### src/sv/pfb_pkg.sv
`timescale 1ns / 1ps
package pfb_pkg;

	localparam int PANEL_WIDTH_DEF = 128;
	localparam int PANEL_HEIGHT_DEF = 64;
	localparam int GLYPH_DEPTH_DEF = 1024;

	localparam int CELL_W = 7;
	localparam int CELL_H = 10;
	localparam int CODE_FIRST = 32;
	localparam int CODE_LAST = 126;

	localparam logic [2:0] OP_FILL = 3'd0;
	localparam logic [2:0] OP_PIXEL = 3'd1;
	localparam logic [2:0] OP_CURSOR = 3'd2;
	localparam logic [2:0] OP_CHAR = 3'd3;
	localparam logic [2:0] OP_LOAD = 3'd4;
	localparam logic [2:0] OP_READ = 3'd5;

	typedef struct packed {
		logic       touch;
		logic [7:0] data;
	} merge_t;

endpackage

### src/sv/pfb_page_merge.sv
`timescale 1ns / 1ps
module pfb_page_merge import pfb_pkg::*; (
	input  logic [CELL_H-1:0] col_bits,
	input  logic [2:0]        row_off,
	input  logic [1:0]        page_sel,
	input  logic [7:0]        old_byte,
	output merge_t            merged
);

	logic [23:0] mask_w;
	logic [23:0] data_w;
	logic [7:0]  mask_b;
	logic [7:0]  data_b;

	always_comb begin
		mask_w = {{(24-CELL_H){1'b0}}, {CELL_H{1'b1}}} << row_off;
		data_w = {{(24-CELL_H){1'b0}}, col_bits} << row_off;
		case (page_sel)
			2'd0: begin
				mask_b = mask_w[7:0];
				data_b = data_w[7:0];
			end
			2'd1: begin
				mask_b = mask_w[15:8];
				data_b = data_w[15:8];
			end
			default: begin
				mask_b = mask_w[23:16];
				data_b = data_w[23:16];
			end
		endcase
		merged.touch = |mask_b;
		merged.data = (old_byte & ~mask_b) | (data_b & mask_b);
	end

endmodule

### config.mk
export PLATFORM = sky130hd
export DESIGN_NAME = pfb_page_merge
export DESIGN_NICKNAME = d
export VERILOG_FILES = /design/src/sv/pfb_pkg.sv /design/src/sv/pfb_page_merge.sv
export SDC_FILE = /design/constraint.sdc
export NUM_CORES = 1
export LEC_CHECK = 0
export BUFFER_PORTS_ARGS = -buffer_cell sky130_fd_sc_hd__buf_2
export CORE_AREA = 2 2 43 45
export DETAILED_ROUTE_END_ITERATION = 6
export DIE_AREA = 0 0 45 47
export PLACE_DENSITY = 0.81
export SYNTH_ARGS = -nofsm -noshare
export SYNTH_HDL_FRONTEND = slang
export SYNTH_SLANG_ARGS = --single-unit
### constraint.sdc
create_clock -name vclk -period 1.85
set_clock_uncertainty 0.05 [all_clocks]
set_input_delay 0.2775 -clock vclk [all_inputs]
set_output_delay 0.2775 -clock vclk [all_outputs]
set_load 0.01 [all_outputs]
# Yosys cells after proc, flatten, opt, wreduce, memory -nomap -nowiden
# Index checks and enable logic that the tools add are counted.
totals:
  in_bits: 23
  elab_cells: 11
  register_bits: 0
  out_inout_bits: 9
classes:
  shift: 2
  n_reduce_logical: 2
  mux: 2
  n_bitwise: 4
  n_eq_ne: 1
op_table:
  columns: ["op", "count"]
  rows:
  - ["one-hot mux 8 bit (2 select lines)", 2]
  - ["left shift 10 x 3 -> 24 bit", 1]
  - ["left shift 10 x 3 -> 24 bit, first input constant", 1]
  - ["AND 8 bit", 2]
  - ["inverter 8 bit", 1]
  - ["OR 8 bit", 1]
  - ["OR reduction 8 bit", 1]
  - ["equality test 2 x 1 -> 1 bit, second input constant", 1]
  - ["logical NOT 2 bit", 1]

# Logic depth before layout (Yosys ltp)
# Gate-level depths: netlist of the first run.
logic_depth:
  ltp_word: 5
  depth_mapped: 6
  ltp_nobuf: 4

# Least setup slack after synthesis of the first run
# Ideal clock, no wire load.
synth_path:
  path_kind: "in2out"
  start: "input row_off[1]"
  end: "output merged[0] (netlist name)"
  path_stages: 5
  slack_ps: 181
  path_buffers: 1
  required_time_ps: 1522
  arrival_time_ps: 1341
  cell_sequence: "buf_6 mux4_2 and2_0 a211oi_1 a221oi_1"
synth_lines:
  columns: ["element", "line", "rtl"]
  rows:
  - ["start, declared", "pfb_page_merge.sv:4", "input logic [2:0] row_off,"]
  - ["end, declared", "pfb_page_merge.sv:7", "output merge_t merged"]

==> results of run 1 <==
[cells in the mapped netlist (all sizes together)]
cell and instances:
a211oi 5, a21o 3, a21oi 4, a221oi 2, a22oi 1, a311o 1, a31oi 2, a32oi 1
and2 4, buf 10, clkbuf 2, inv 3, mux2 3, mux2i 9, mux4 7, nand2 9
nand2b 3, nand3 3, nand3b 1, nor2 7, nor2b 4, nor3 4, nor3b 1, nor4bb 1
o211a 2, o211ai 2, o21a 1, o21ai 8, o21bai 1, o22ai 1, o311ai 1, o32a 1
o32ai 1, or4 1
[through the flow]
stage	total power (W)	std cells	setup slack [ns]	instance area [um^2]	hold WS, ns
finish	0.000331	170	0.0189	1260	0.813
global route	0.000355	170	-0.00555	1260	0.824
CTS	0.000294	170	0.00475	1150	0.819
detailed placement	0.000286	170	-0.0890	1130	0.818
global placement	0.000277	170	-0.0561	1130	0.806
floorplan	0.000175	109	0.181	843	0.631
[metal layers]
metal	global-route usage, %	vias to the layer above
met5	0	-
met4	1.76	0
met3	0.385	8
met2	52.6	59
met1	34.7	509
li1	-	518
[report_power, final]
part           internal [W]  switching [W]
Combinational      0.000175       0.000156
Clock                     0              0
Sequential                0              0
[worst max-delay path, cell delays in order]
cell and delay [ns]:
buf_4 0.14, mux4_2 0.49, nand3_2 0.10, o211ai_1 0.11, mux2_4 0.28, buf_6 0.12
[worst paths after layout]
path	depth (start not counted)	slack, ns	to	from
hold / removal	3	0.81	merged[4]	old_byte[4]
setup / recovery	6	0.02	merged[4]	col_bits[8]
[logic make-up after synthesis]
family / count (synthesis) / share of synthesized area, %
compound gates: 37 / 32.0
buf+inv: 15 / 10.7
simple gates: 38 / 23.9
mux: 19 / 33.4
[area by class of cell]
| class | count | area [um^2] |
|---|---|---|
| multi-input cells | 94 | 802 |
| repair buffers | 56 | 424 |
| fillers | 125 | 393 |
| well taps | 17 | 21.3 |
| inverters | 3 | 11.3 |
[what timing repair did]
item	CTS	global route
setup endpoints to repair	8	7
hold buffers	0	0
resized for setup	7	31
setup buffers	0	0
cloned	0	0
pin swaps	1	6
==> impl_metrics.csv, run 1 <==
group,metric,value,unit
sta,max_freq,0.546,GHz
yosys,synth.yosys.seq_area_share,0,%
routing,ant_nets,0,
routing,drcViolationCount,0,
yosys,ys_warn_count,0,
finish,layout_common_cells,"24 x buf_2, 22 x buf_4, 9 x nand2_1",
die,fp.dieH,47,um
die,die-area,2120,um^2
critical_path,path_class,"input port to primary output",
routing,drt_first_pass_iters,4,
yosys,synth.cell_area,843,um^2
die,std_cell_rows,15,
critical_path,path_max_fanout,5,
finish,seqCellArea,0,um^2
sta,tightest_slew,0.300,ns
grt,grt_pass1_vias,997,
routing,wl_met2,1460,um
die,core,1650,um^2
finish,seq_cells,0,
critical_path,endpoint_kind,"primary output",
yosys,ys_types,43,
die,start_util,51.1,%
pwr,p_per_area,263,nW/um^2
finish,diodes,0,
sta,hold_viol,0,
grt,grt_max_degree,15,
grt,grt_remaining_overflow,0,
yosys,syn_inst,109,
finish,clock_buffer_count,0,
grt,grt_use_total,26.9,%
routing,routedWlPerCell,16.5,um
critical_path,worst_setup_path_start_kind,"input port",
die,die_w,45,um
finish,fin_nets,178,
finish,drive_gt1_share,51.6,%
sta,min_period_over_period,99.0,%
yosys,netlist_top_cells_area,"mux4_2 19%, mux2i_1 11%, nand2_1 4.0%, buf_6 4.0%, buf_2 3.6%",
placed_design,gp_congestion,0.936,
placed_design,io_buffers,32,
routing,viasPerCell,6.44,
sta,max-slew-margin-rel,79.8,%
critical_path,required,1.52,ns
routing,dr.first_iter.drc_count,26,
finish,fin_util,76.2,%
sta,setup_violations,0,
yosys,synth_largest_area_cell,"mux4_2",
yosys,syn_nets,132,
critical_path,critPathArrivalTime,1.50,ns
routing,vias,1094,
sta,fin_crit,1.83,ns
routing,m1WireLength,1120,um
status,status,"completed",
sta,drv_slew,0,
grt,grt_pass1_wl,4350,um
routing,routed_wl,2810,um
pwr,peakVddDrop,0.000162,V
min_path,hold_path.class,"input port to primary output",
yosys,syn_area_per_cell,7.74,um^2
sta,tns,0,ns
die,io_pins,32,
sta,grt_setup_unrepaired,"true",
finish,final_common_cell,"buf_2",
job,cap_violations,0,
routing,top_layer_used,"met4",
pwr,leakagePower,0.569,nW
grt,antenna_found_initial,0,
routing,dr_wl_met3,185,um
placed_design,dp_hpwl,2120,um
yosys,synth_top_area_share,18.7,%
finish,syn_to_final_growth,49.3,%
Power figures use the tool's default switching activity.
==> inputs of run 2 (changes only) <==
--- a/config.mk
+++ b/config.mk
@@ -10,6 +10,7 @@
 export DETAILED_ROUTE_END_ITERATION = 6
 export DIE_AREA = 0 0 45 47
 export PLACE_DENSITY = 0.81
+export SETUP_SLACK_MARGIN = 0.4
 export SYNTH_ARGS = -nofsm -noshare
 export SYNTH_HDL_FRONTEND = slang
 export SYNTH_SLANG_ARGS = --single-unit
==> run 2 against run 1 <==
Compared with the run above: sequential share of layout area unchanged; total power up 14%; highest routed layer unchanged; maximum frequency rose by 1.1%; cell count down 1.8%; combinational power up 14%; worst hold slack got worse by 0.00061 ns; die area stayed put; critical path type unchanged.
==> impl_metrics.csv, run 2 (synthesized netlist as in run 1, its figures left out) <==
group,metric,value,unit
status,status,"completed",
critical_path,endpoint_kind,"primary output",
critical_path,cp_slowest_stage_delay,0.50,ns
critical_path,worst_setup_path_start_kind,"input port",
grt,grt_remaining_overflow,0,
sta,setup_violations,0,
finish,syn_to_final_growth,63.4,%
finish,diodes,0,
pwr,p_per_area,273,nW/um^2
sta,min_period_over_period,97.9,%
routing,viasPerCell,6.92,
finish,final_common_cell,"buf_2",
critical_path,path_max_fanout,6,
sta,tns,0,ns
sta,max_freq,0.552,GHz
grt,grt_use_total,31.5,%
grt,grt_max_degree,15,
critical_path,required,1.52,ns
finish,multi_input_area,903,um^2
routing,drt_first_pass_iters,4,
die,fp.dieH,47,um
die,std_cell_rows,15,
job,cap_violations,0,
routing,ant_nets,0,
routing,routedWlPerCell,19.8,um
pwr,peakVddDrop,0.000195,V
min_path,hold_path.class,"input port to primary output",
finish,fin_util,83.4,%
finish,n_fill_cell,103,
die,die-area,2120,um^2
finish,drive_gt1_share,62.7,%
grt,grt_pass1_vias,1041,
sta,max-slew-margin-rel,76.6,%
finish,fin_nets,175,
die,io_pins,32,
sta,setup_slack,0.0391,ns
placed_design,placedCellCount,160,
routing,vias,1156,
finish,clock_buffer_count,0,
placed_design,dp_hpwl,2150,um
finish,design_area,1380,um^2
sta,tightest_slew,0.346,ns
grt,grt_pass1_wl,4800,um
sta,drv_slew,0,
die,die_w,45,um
clocking,hold_buffers,0,
placed_design,gp_congestion,0.866,
die,start_util,51.1,%
routing,dr.first_iter.drc_count,36,
critical_path,cp_slowest_cell,"mux4_2",
critical_path,critPathArrivalTime,1.48,ns
placed_design,dp_worst_setup_slack,-0.156,ns
placed_design,dpl_cell_area,1090,um^2
die,core,1650,um^2
critical_path,path_cells,"buf_12 > mux4_2 > nand3_2 > o211ai_1 > mux2_4 > buf_6",
pwr,leakagePower,0.586,nW
sta,fin_crit,1.81,ns
routing,routed_wl,3310,um
finish,seq_cells,0,
finish,layout_common_cells,"22 x buf_2, 15 x buf_4, 13 x buf_6",
critical_path,cp-startpoint,"row_off[0]",
finish,seqCellArea,0,um^2
grt,antenna_found_initial,0,
sta,grt_setup_unrepaired,"true",
critical_path,path_class,"input port to primary output",
sta,hold_viol,0,
critical_path,critPathCapture,"merged[4]",
routing,drcViolationCount,0,
finish,layout.cells.non_filler,167,
placed_design,io_buffers,32,
run 2: metal layers:
layer / wire, um / vias up / GRT usage [%]
met4: 106 / 0 / 11.8
li1: - / 511 / -
met3: 203 / 16 / 0.769
met2: 1760 / 65 / 60.0
met5: 0 / - / 0
met1: 1240 / 564 / 37.7
run 2: final cells by class:
type / count / area share [%]
multi-input cells: 94 / 65.6
repair buffers: 53 / 31.7
well taps: 17 / 1.54
inverters: 3 / 1.18
run 2: how the worst min path moves through the flow:
stage | slack [ns] | start | cells after the start | end
6_report | 0.81 | old_byte[6] | 3 | merged[6]
5_1_grt | 0.83 | old_byte[6] | 3 | merged[6]
4_1_cts | 0.80 | old_byte[4] | 3 | merged[4]
3_5_place_dp | 0.82 | old_byte[6] | 3 | merged[6]
3_3_place_gp | 0.81 | old_byte[6] | 3 | merged[6]
2_1_floorplan | 0.63 | old_byte[2] | 2 | merged[2]
run 2: power breakdown:
| group | switching (W) | internal [W] |
|---|---|---|
| Combinational | 0.000181 | 0.000196 |
| Sequential | 0 | 0 |
| Clock | 0 | 0 |
| Total | 0.000181 | 0.000196 |
run 2: metrics by stage:
stage / total power [W] / hold slack, ns
2_1_floorplan: 0.000195 / 0.631
3_3_place_gp: 0.000276 / 0.805
3_5_place_dp: 0.000286 / 0.817
4_1_cts: 0.000344 / 0.805
5_1_grt: 0.000399 / 0.828
6_report: 0.000377 / 0.812
run 2: what timing repair did:
action,4_1_cts,5_1_grt
buffers inserted,4,1
resized for setup,39,18
gates cloned,2,0
setup endpoints to repair,9,8
pin swaps,11,8
run 2: critical path, delay by kind of cell:
family                 cells  cell delay (ns)
and+or+nand+nor            1             0.07
buffers and inverters      2             0.21
AOI/OAI and AO/OA          1             0.13
muxes                      2             0.79
==> inputs of run 3 (changes only) <==
--- a/config.mk
+++ b/config.mk
@@ -6,10 +6,12 @@
 export NUM_CORES = 1
 export LEC_CHECK = 0
 export BUFFER_PORTS_ARGS = -buffer_cell sky130_fd_sc_hd__buf_2
-export CORE_AREA = 2 2 43 45
+export CELL_PAD_IN_SITES_DETAIL_PLACEMENT = 1
+export CELL_PAD_IN_SITES_GLOBAL_PLACEMENT = 1
+export CORE_AREA = 2 2 65 42
 export DETAILED_ROUTE_END_ITERATION = 6
-export DIE_AREA = 0 0 45 47
-export PLACE_DENSITY = 0.81
+export DIE_AREA = 0 0 67 44
+export PLACE_DENSITY = 0.79
 export SETUP_SLACK_MARGIN = 0.4
 export SYNTH_ARGS = -nofsm -noshare
 export SYNTH_HDL_FRONTEND = slang
==> run 3 against run 2 <==
Compared with the run above: worst setup slack got worse by 0.022 ns; utilization decreased by 22 points; cell count increased by 11%; total power increased by 8.3%; combinational power increased by 8.2%; largest power group unchanged.
==> impl_metrics.csv, run 3 (synthesized netlist as in run 1, its figures left out) <==
group,metric,value,unit
status,status,"completed",
pwr,finalPower,0.000408,W
min_path,hold_path.class,"input port to primary output",
die,std_cell_rows,14,
finish,seq_cells,0,
pwr,leakagePower,0.607,nW
sta,tns,0,ns
routing,routedWlPerCell,22.3,um
job,cap_violations,0,
die,die_w,67,um
routing,ant_nets,0,
routing,vias,1156,
routing,routed_wl,4130,um
sta,grt_setup_unrepaired,"true",
pwr,p_per_area,279,nW/um^2
sta,max_freq,0.546,GHz
critical_path,path_max_fanout,7,
die,core,2380,um^2
grt,grt_remaining_overflow,0,
routing,dr.first_iter.drc_count,62,
placed_design,io_buffers,32,
die,fp.dieH,44,um
sta,max-slew-margin-rel,79.9,%
critical_path,required,1.52,ns
clocking,hold_buffers,0,
finish,fin_nets,178,
routing,drcViolationCount,0,
sta,setup_slack,0.0171,ns
finish,seqCellArea,0,um^2
finish,layout.cells.non_filler,185,
placed_design,placedCellCount,181,
critical_path,critPathArrivalTime,1.51,ns
grt,grt_use_total,26.9,%
sta,fin_crit,1.83,ns
grt,grt_pass1_wl,5940,um
grt,grt_pass1_vias,1155,
die,io_pins,32,
grt,antenna_found_initial,0,
critical_path,worst_setup_path_start_kind,"input port",
sta,drv_slew,0,
sta,tightest_slew,0.293,ns
grt,grt_max_degree,17,
routing,viasPerCell,6.25,
finish,clock_buffer_count,0,
critical_path,path_class,"input port to primary output",
placed_design,dp_hpwl,2870,um
finish,final_common_cell,"buf_2",
finish,drive_gt1_share,66.7,%
placed_design,gp_congestion,0.929,
finish,layout_common_cells,"24 x buf_2, 20 x buf_4, 8 x nand2_1",
pwr,peakVddDrop,0.000136,V
critical_path,endpoint_kind,"primary output",
sta,setup_violations,0,
placed_design,dp_worst_setup_slack,-0.237,ns
sta,min_period_over_period,99.1,%
finish,syn_to_final_growth,73.3,%
finish,diodes,0,
routing,drt_first_pass_iters,4,
die,die-area,2950,um^2
finish,fin_util,61.3,%
sta,hold_viol,0,
die,start_util,35.4,%
run 3: power breakdown:
group | internal, W | switching (W) | total (W)
Combinational | 0.000206 | 0.000202 | 0.000408
Sequential | 0 | 0 | 0
Clock | 0 | 0 | 0
run 3: worst paths after layout:
path        start        end  slack [ns]  cells past startpoint
max    row_off[1]  merged[0]        0.02                      7
min   old_byte[4]  merged[4]        0.82                      3
run 3: area by class of cell:
type / count / area [um^2]
Multi-Input combinational cell: 94 / 936
Fill cell: 283 / 921
Timing Repair Buffer: 56 / 469
Tap cell: 32 / 40.0
Inverter: 3 / 16.3
run 3: per-stage QoR:
step / instance area [um^2] / hold WS [ns]
2_1_floorplan: 910 / 0.631
3_3_place_gp: 1180 / 0.816
3_5_place_dp: 1180 / 0.820
4_1_cts: 1310 / 0.816
5_1_grt: 1460 / 0.824
6_report: 1460 / 0.815
run 3: per-layer routing:
metal / track usage (%) / vias to the layer above / wire (um) / part of all wire (%)
met5: 0 / - / 0 / 0
met4: 3.27 / 0 / 80 / 1.9
met3: 3.38 / 8 / 374 / 9.1
met2: 46.5 / 63 / 1940 / 47
met1: 37.1 / 565 / 1730 / 42
li1: - / 520 / - / -
run 3: repair_timing:
action | CTS | global route
pin swaps | 10 | 9
setup buffers | 3 | 0
setup endpoints to repair | 9 | 8
resized for setup | 22 | 35
gates cloned | 1 | 0
run 3: critical path, cell delays in order:
cell and delay [ns]:
buf_12 0.12, buf_8 0.12, buf_12 0.13, nor3_2 0.22, mux2i_1 0.14, a221oi_2 0.30, buf_2 0.18
